`src/hdl/pcmmix_pkg.sv`:
```
// Shared types and constants for the multichannel PCM mixer.
package pcmmix_pkg;

	// Request kinds carried in the input item's tuser field
	typedef enum logic [1:0] {
		REQ_LOAD = 2'd0,
		REQ_PLAY = 2'd1,
		REQ_STOP = 2'd2,
		REQ_MIX  = 2'd3
	} req_t;

	typedef enum logic [2:0] {
		ST_IDLE,
		ST_LOAD,
		ST_SCAN,
		ST_DRAIN,
		ST_DONE
	} state_t;

	// Controller to datapath
	typedef struct packed {
		logic capture;   // latch incoming item, clear per-item accumulators
		logic store_we;  // write the load byte into the sample store
		logic step;      // process the voice under the scan index
		logic publish;   // move the result into the output register
	} cmd_t;

	// Datapath to controller
	typedef struct packed {
		req_t op;        // kind of the item in progress
		logic last;      // scan index is on the last voice in use
		logic free;      // voice under the scan index has no bytes left
		logic out_busy;  // output register full and not taken this cycle
	} sts_t;

	localparam logic [3:0] CFG_NCH_RESET = 4'd6;
	localparam logic [3:0] CFG_NCH_MIN   = 4'd2;
	localparam int         SAMPLE_MID    = 128;
	localparam int         SAMPLE_MAX    = 255;
	localparam int         DATA_W        = 8;

endpackage

```
`src/hdl/pcmmix_ctrl.sv`:
```
// Sequencer for the PCM mixer: one item at a time, one voice per scan cycle.
module pcmmix_ctrl
	import pcmmix_pkg::*;
(
	input  logic clk,
	input  logic arst_n,
	input  logic s_tvalid,
	input  req_t req_in,
	output logic s_tready,
	output cmd_t cmd,
	input  sts_t sts
);

	state_t state_q, state_d;

	always_ff @(posedge clk or negedge arst_n) begin
		if (!arst_n) begin
			state_q <= ST_IDLE;
		end else begin
			state_q <= state_d;
		end
	end

	always_comb begin
		state_d  = state_q;
		cmd      = '0;
		s_tready = 1'b0;
		unique case (state_q)
			ST_IDLE: begin
				s_tready = 1'b1;
				if (s_tvalid) begin
					cmd.capture = 1'b1;
					state_d     = (req_in == REQ_LOAD) ? ST_LOAD : ST_SCAN;
				end
			end
			ST_LOAD: begin
				cmd.store_we = 1'b1;
				state_d      = ST_DONE;
			end
			ST_SCAN: begin
				cmd.step = 1'b1;
				unique case (sts.op)
					REQ_PLAY: if (sts.free || sts.last) state_d = ST_DONE;
					REQ_STOP: if (sts.last) state_d = ST_DONE;
					REQ_MIX:  if (sts.last) state_d = ST_DRAIN;
					REQ_LOAD: state_d = ST_DONE;
				endcase
			end
			// last store read lands in the accumulator here
			ST_DRAIN: begin
				state_d = ST_DONE;
			end
			ST_DONE: begin
				if (!sts.out_busy) begin
					cmd.publish = 1'b1;
					state_d     = ST_IDLE;
				end
			end
			default: begin
				state_d = ST_IDLE;
			end
		endcase
	end

`ifndef NO_ASSERTIONS
	a_drain_to_done: assert property (@(posedge clk) disable iff (!arst_n)
		state_q == ST_DRAIN |=> state_q == ST_DONE)
		else $error("drain cycle not followed by result cycle");

	a_load_one_write: assert property (@(posedge clk) disable iff (!arst_n)
		cmd.store_we |=> !cmd.store_we)
		else $error("store write held for more than one cycle");

	a_publish_idle: assert property (@(posedge clk) disable iff (!arst_n)
		cmd.publish |=> state_q == ST_IDLE)
		else $error("publish did not return to idle");
`endif

endmodule

```
`config.mk`:
```
export PLATFORM = sky130hd
export DESIGN_NAME = pcmmix_ctrl
export DESIGN_NICKNAME = d
export VERILOG_FILES = /design/src/hdl/pcmmix_pkg.sv /design/src/hdl/pcmmix_ctrl.sv
export SDC_FILE = /design/constraint.sdc
export NUM_CORES = 1
export LEC_CHECK = 0
export BUFFER_PORTS_ARGS = -buffer_cell sky130_fd_sc_hd__buf_2
export CORE_AREA = 2 2 39 41
export DETAILED_ROUTE_END_ITERATION = 12
export DIE_AREA = 0 0 41 43
export PLACE_DENSITY_LB_ADDON = 0.05
export SLEW_MARGIN = 25
export SYNTH_ARGS = -nofsm -noshare
export SYNTH_HDL_FRONTEND = slang
export SYNTH_SLANG_ARGS = --single-unit
```
`constraint.sdc`:
```
create_clock -name clk -period 2.35 [get_ports clk]
set_clock_uncertainty 0.2 [all_clocks]
set_input_delay 0.47 -clock clk [delete_from_list [all_inputs] [get_ports clk]]
set_output_delay 0.47 -clock clk [all_outputs]
set_load 0.02 [all_outputs]
```
---- Word level (Yosys, flattened, before mapping) ----
Cells that the tools add are included.
operators by class
  reduce and logical (&&, ||, !) cells .... 6
  equal/unequal tests ..................... 12
  mux-type cells .......................... 15
operators with widths
  kind                                                                   count
  3-bit one-hot mux with 4 select lines                                  2
  3-bit two-way mux                                                      5
  3-bit inequality test, second input constant                           3
  1-bit two-way mux                                                      7
  3-bit by 2-bit equality test with 1-bit output, second input constant  2
  5-bit AND reduction                                                    1
  2-bit equality test, second input constant                             2
  2-bit zero test                                                        2
  2-bit inequality test, second input constant                           2
  3-bit by 1-bit equality test with 1-bit output, second input constant  1
  3-bit equality test, second input constant                             1
  3-bit zero test                                                        1
  2-bit by 1-bit equality test with 1-bit output, second input constant  1
  2-bit two-way mux                                                      1
  2-bit OR reduction                                                     1
  1-bit logical OR                                                       1
storage, ports and cells
  bits of input ports ..................... 10
  logic and storage cells ................. 34
  output and inout port bits .............. 5
  register bits after elaboration ......... 3

---- Depth between registers and ports, before layout ----
Gate-level depths: netlist of run 1.
  depth after elaboration ................. 4
  gate-level depth with buffers ........... 3
  mapped depth without buffers ............ 3

---- Worst setup path before layout of run 1 ----
No wires, ideal clock.
  path kind ............................... register -> output
  from .................................... reg state_q[2]
  to ...................................... out cmd[3] (netlist name)
  setup slack ............................. 291 ps
  arrival ................................. 1389 ps
  stages on the path, launching flop included .. 4
  required time ........................... 1680 ps
  path through ............................ dfrtp_1 nor3_1 nand2_1 inv_1
RTL lines
  item                    line               RTL
  start, declared         pcmmix_ctrl.sv:14  state_t state_q, state_d;
  start signal, assigned  pcmmix_ctrl.sv:20  state_q <= state_d;
  end, declared           pcmmix_ctrl.sv:10  output cmd_t cmd,

==> impl_metrics.json, run 1 <==
{
  "cts_tree": "done",
  "gp_congestion": 0.629,
  "dp_slack_ns": 0.541,
  "numCtsBuffers": 3,
  "cp.required_ns": 1.68,
  "syn_area_um2": 220,
  "drive_above_1_share_pct": 42.2,
  "vias_per_cell": 4.15,
  "min_period_over_period_pct": 88.1,
  "core_um2": 1380,
  "cts-root-buf": "clkbuf_4",
  "startpoint_type": "flip-flop",
  "grt_overflow_total": 0,
  "seq_area_frac_synth_pct": 34.1,
  "drc": 0,
  "arrival_ns": 1.40,
  "start_util_pct": 15.9,
  "fin_crit_ns": 2.07,
  "worst-setup-path-type": "flip-flop to output port",
  "clock_latency_ns": 0.23,
  "leakagePower_uw": 0.000175,
  "drt_iter0_drc": 5,
  "maxSlewViolCount": 0,
  "num_antenna_cells": 0,
  "yosysUniqueCellTypes": 16,
  "final_common_cell": "buf_2",
  "worst_pin_slew_ns": 0.348,
  "grt_pass1_wl_mm": 1.02,
  "stdcell_area_um2": 347,
  "grt_use_total_pct": 9.24,
  "yosysWarnings": 0,
  "cts_buffer_depth": 2,
  "area_delta_synth_final_pct": 57.4,
  "die_w_um": 41,
  "finalSetupViolations": 0,
  "end_kind": "output port",
  "drv_cap": 0,
  "fmax_mhz": 483,
  "p_per_area_nw_per_um2": 1140,
  "status": "finished clean",
  "reg.largest.list": "state_q: 3 flops",
  "synthCells": 26,
  "io_pins": 15,
  "slew_headroom_pct": 76.6,
  "grt_max_degree": 9,
  "drtPass1Iterations": 4,
  "clk_pin_slew_worst_paths_ns": 0.03,
  "ant_nets": 0,
  "fin_ws_ns": 0.280,
  "std_cell_rows": 14,
  "num_vias": 253,
  "postCtsSetupRepairBufs": 0,
  "grt_setup_unrepaired": "no",
  "synth_seq_cells": 3,
  "fin_hold_ws_ns": 0.326,
  "hp-class": "input port to flip-flop",
  "wl_per_cell_um": 9.62,
  "synth_nets": 36,
  "place.port_buffers": 14,
  "antenna_found_initial": 0,
  "ir_drop_mv": 0.297,
  "synth.avg_cell_area_um2": 8.47,
  "regMostFlops": "state_q",
  "postRouteWirelength_um": 587,
  "hold_violations": 0,
  "largest_register_ffs": 3,
  "htreeDepth": 1,
  "chipHeight_um": 43,
  "grt_pass1_vias": 244,
  "setup_tns_ns": 0,
  "dp_hpwl_um": 479,
  "finalNetCount": 56,
  "cp_max_fo": 8,
  "dpl_cell_area_um2": 310,
  "cts.sink_count": 3,
  "die_area_um2": 1760
}
cells in the mapped netlist:
cell	number	area, um^2
nor3_1	1	5.00
nand2b_1	2	12.5
a32oi_1	1	8.76
inv_1	2	7.51
a21oi_1	1	5.00
nand2_1	3	11.3
nor2b_1	3	18.8
nor3b_4	1	18.8
a31oi_1	1	6.26
o21ai_1	1	5.00
o21ai_0	1	5.00
a221oi_2	1	15.0
nor2_1	3	11.3
dfrtp_1	3	75.1
o22ai_1	1	6.26
o2bb2ai_1	1	8.76
worst max-delay path, cell delays in order (launching register included):
cell     delay, ns
dfrtp_1       0.46
nor3_1        0.37
nand2_1       0.12
inv_1         0.07
buf_2         0.15
cell families (layout without fill, tap and decap cells):
group                  Yosys count  after routing  share of synthesized area, %
AOI/OAI and AO/OA                8              8                          27.3
DFF                              3              3                          34.1
and+or+nand+nor                 13             13                          35.2
buffers and inverters            2             21                          3.41
timing repair:
action                                  CTS  global route
endpoints found under the hold margin     3             0
gates resized for setup                   0             0
hold buffers                              1             0
endpoints found under the setup margin    0             0
final cells by class:
type | count | area (um^2)
Fill cell | 162 | 1040
Multi-Input combinational cell | 21 | 138
Timing Repair Buffer | 15 | 80.1
Sequential cell | 3 | 75.1
Clock buffer | 4 | 26.3
Tap cell | 16 | 20.0
Inverter | 2 | 7.51
routing by layer:
metal / routed length (um) / GRT usage, % / up-vias
met5: 0 / 0 / -
met4: 0 / 10.0 / 0
met3: 50 / 1.57 / 0
met2: 269 / 11.3 / 13
met1: 267 / 12.2 / 106
li1: - / - / 134
power breakdown:
| part | leakage (uW) | switching, uW | internal (uW) | total (uW) |
|---|---|---|---|---|
| clock network | 0.0000150 | 27.1 | 63.6 | 90.7 |
| registers | 0.0000393 | 33.8 | 71.6 | 105 |
| logic | 0.000120 | 118 | 80.0 | 198 |
metrics by stage:
stage / utilization [%] / total power [uW] / std cells
after floorplan: - / 241 / 26
after global placement: 22.4 / 309 / 56
after detailed placement: 22.4 / 305 / 56
after CTS: 25.0 / 403 / 61
after global routing: 25.0 / 437 / 61
final: 25.0 / 395 / 61
worst paths after layout:
check	from	to	slack, ns	depth (start not counted)
max	state_q[2]$_DFFE_PN0P_	cmd[3]	0.28	4
min	sts[0]	state_q[2]$_DFFE_PN0P_	0.33	3
max reg2reg	state_q[2]$_DFFE_PN0P_	state_q[0]$_DFFE_PN0P_	0.93	3
min reg2reg	state_q[1]$_DFFE_PN0P_	state_q[2]$_DFFE_PN0P_	0.40	2
max in group asynchronous	arst_n	state_q[2]$_DFFE_PN0P_	1.48	2
min in group asynchronous	arst_n	state_q[0]$_DFFE_PN0P_	0.36	2
No activity file was read; power rests on OpenSTA's default activity.
==> run 2, diff against run 1 <==
--- a/config.mk
+++ b/config.mk
@@ -9,7 +9,7 @@
 export CORE_AREA = 2 2 39 41
 export DETAILED_ROUTE_END_ITERATION = 12
 export DIE_AREA = 0 0 41 43
-export PLACE_DENSITY_LB_ADDON = 0.05
+export PLACE_DENSITY_LB_ADDON = 0.1
 export SLEW_MARGIN = 25
 export SYNTH_ARGS = -nofsm -noshare
 export SYNTH_HDL_FRONTEND = slang
==> impl_metrics.json, run 2 (synthesis results as in run 1) <==
{
  "drv_cap": 0,
  "drt_iter0_drc": 6,
  "slew_headroom_pct": 78.8,
  "finalSetupViolations": 0,
  "fin_hold_ws_ns": 0.310,
  "seq_power_share_pct": 26.8,
  "largest_register_ffs": 3,
  "htreeDepth": 1,
  "postCtsSetupRepairBufs": 0,
  "numCtsBuffers": 3,
  "startpoint_type": "flip-flop",
  "top_usage_layer": "met1",
  "place.port_buffers": 14,
  "placed_cells": 56,
  "finalNetCount": 56,
  "clkPwrFrac_pct": 23.2,
  "cts.sink_count": 3,
  "status": "finished clean",
  "path_cells": "nor3_1, nand2_1, inv_1, buf_2",
  "clock_latency_ns": 0.23,
  "wl_per_cell_um": 9.61,
  "final_common_cell": "buf_2",
  "finish.utilization_pct": 25.0,
  "grt_use_total_pct": 8.53,
  "min_period_over_period_pct": 87.4,
  "regMostFlops": "state_q",
  "finalNonFillerCells": 61,
  "core_um2": 1380,
  "grt_overflow_total": 0,
  "std_cell_rows": 14,
  "end_kind": "output port",
  "critical-path-top-delay-family": "simple AND/OR/NAND/NOR gates",
  "cts-root-buf": "clkbuf_4",
  "num_vias": 253,
  "postRouteWirelength_um": 586,
  "worst-setup-path-type": "flip-flop to output port",
  "slowest_delay_ns": 0.46,
  "clk_pin_slew_worst_paths_ns": 0.04,
  "maxSlewViolCount": 0,
  "chipHeight_um": 43,
  "gr-usage-met3_pct": 1.57,
  "critPathBufInv": 2,
  "ant_nets": 0,
  "ir_drop_mv": 0.369,
  "drtPass1Iterations": 2,
  "io_pins": 15,
  "grt_util_met2_pct": 10.0,
  "cp.required_ns": 1.68,
  "vias_per_cell": 4.15,
  "grt_pass1_wl_um": 959,
  "fin_crit_ns": 2.05,
  "cts_buffer_depth": 2,
  "drive_above_1_share_pct": 42.2,
  "worst_pin_slew_ns": 0.316,
  "grt_max_degree": 9,
  "dp_hpwl_um": 487,
  "area_delta_synth_final_pct": 57.4,
  "die_area_um2": 1760,
  "num_antenna_cells": 0,
  "leakagePower_uw": 0.000175,
  "setup_tns_ns": 0,
  "arrival_ns": 1.38,
  "switching_power_uw": 181,
  "combPwrFrac_pct": 50.1,
  "switching_share_pct": 45.7,
  "hold_violations": 0,
  "grt_setup_unrepaired": "no",
  "reg.largest.list": "state_q: 3 flops",
  "start_util_pct": 15.9,
  "power.total_uw": 396,
  "drc": 0,
  "cp_max_fo": 8,
  "p_int_uw": 215,
  "hp-class": "input port to flip-flop",
  "cts_tree": "done",
  "fmax_mhz": 487,
  "die_w_um": 41,
  "antenna_found_initial": 0,
  "grtUsageMet1_pct": 11.2,
  "cpMaxStageDelayCell": "dfrtp_1",
  "gp_congestion": 0.716,
  "grt_pass1_vias": 239,
  "p_per_area_nw_per_um2": 1140
}
## run 2: cell counts in the layout (fill, tap and decap cells not counted)
Identical to the previous run, type by type.
## run 2: power by group through the flow
stage	registers (uW)	logic (uW)	clock network (uW)
final	106	198	91.8
after global routing	111	218	103
after CTS	106	202	93.7
after detailed placement	107	200	0
after global placement	107	199	0
after floorplan	98.6	142	0
## run 2: path summary, 6_finish.rpt
path / end / cells after the start / from / slack (ns)
max: cmd[3] / 4 / state_q[2]$_DFFE_PN0P_ / 0.30
min: state_q[1]$_DFFE_PN0P_ / 3 / req_in[0] / 0.31
max reg2reg: state_q[0]$_DFFE_PN0P_ / 3 / state_q[2]$_DFFE_PN0P_ / 0.95
min reg2reg: state_q[2]$_DFFE_PN0P_ / 2 / state_q[1]$_DFFE_PN0P_ / 0.41
max in group asynchronous: state_q[2]$_DFFE_PN0P_ / 2 / arst_n / 1.48
min in group asynchronous: state_q[1]$_DFFE_PN0P_ / 2 / arst_n / 0.36
## run 2: layout make-up
class / count / area [um^2]
Timing Repair Buffer: 15 / 80.1
Inverter: 2 / 7.51
Tap cell: 16 / 20.0
Clock buffer: 4 / 26.3
Fill cell: 163 / 1040
Multi-Input combinational cell: 21 / 138
Sequential cell: 3 / 75.1
## run 2: tightest hold or removal path: cells and delay by family
family	cells	cell delay [ns]
buf+inv	1	0.08
compound gates	1	0.12
simple gates	1	0.04
## run 2: routing by layer
| layer | vias to the layer above | routed length, um |
|---|---|---|
| met4 | 0 | 0 |
| met2 | 11 | 271 |
| met1 | 110 | 263 |
| li1 | 132 | - |
| met5 | - | 0 |
| met3 | 0 | 51 |
## run 2: what timing repair did
item | in CTS | in global routing
resized for setup | 0 | 0
hold endpoints to repair | 3 | 0
endpoints found under the setup margin | 0 | 0
hold buffers | 1 | 0
## run 2: through the flow
stage,area (um^2),worst slack [ns]
6_report,347,0.297
5_1_grt,347,0.152
4_1_cts,347,0.278
3_5_place_dp,310,0.539
3_3_place_gp,310,0.573
2_1_floorplan,220,0.291
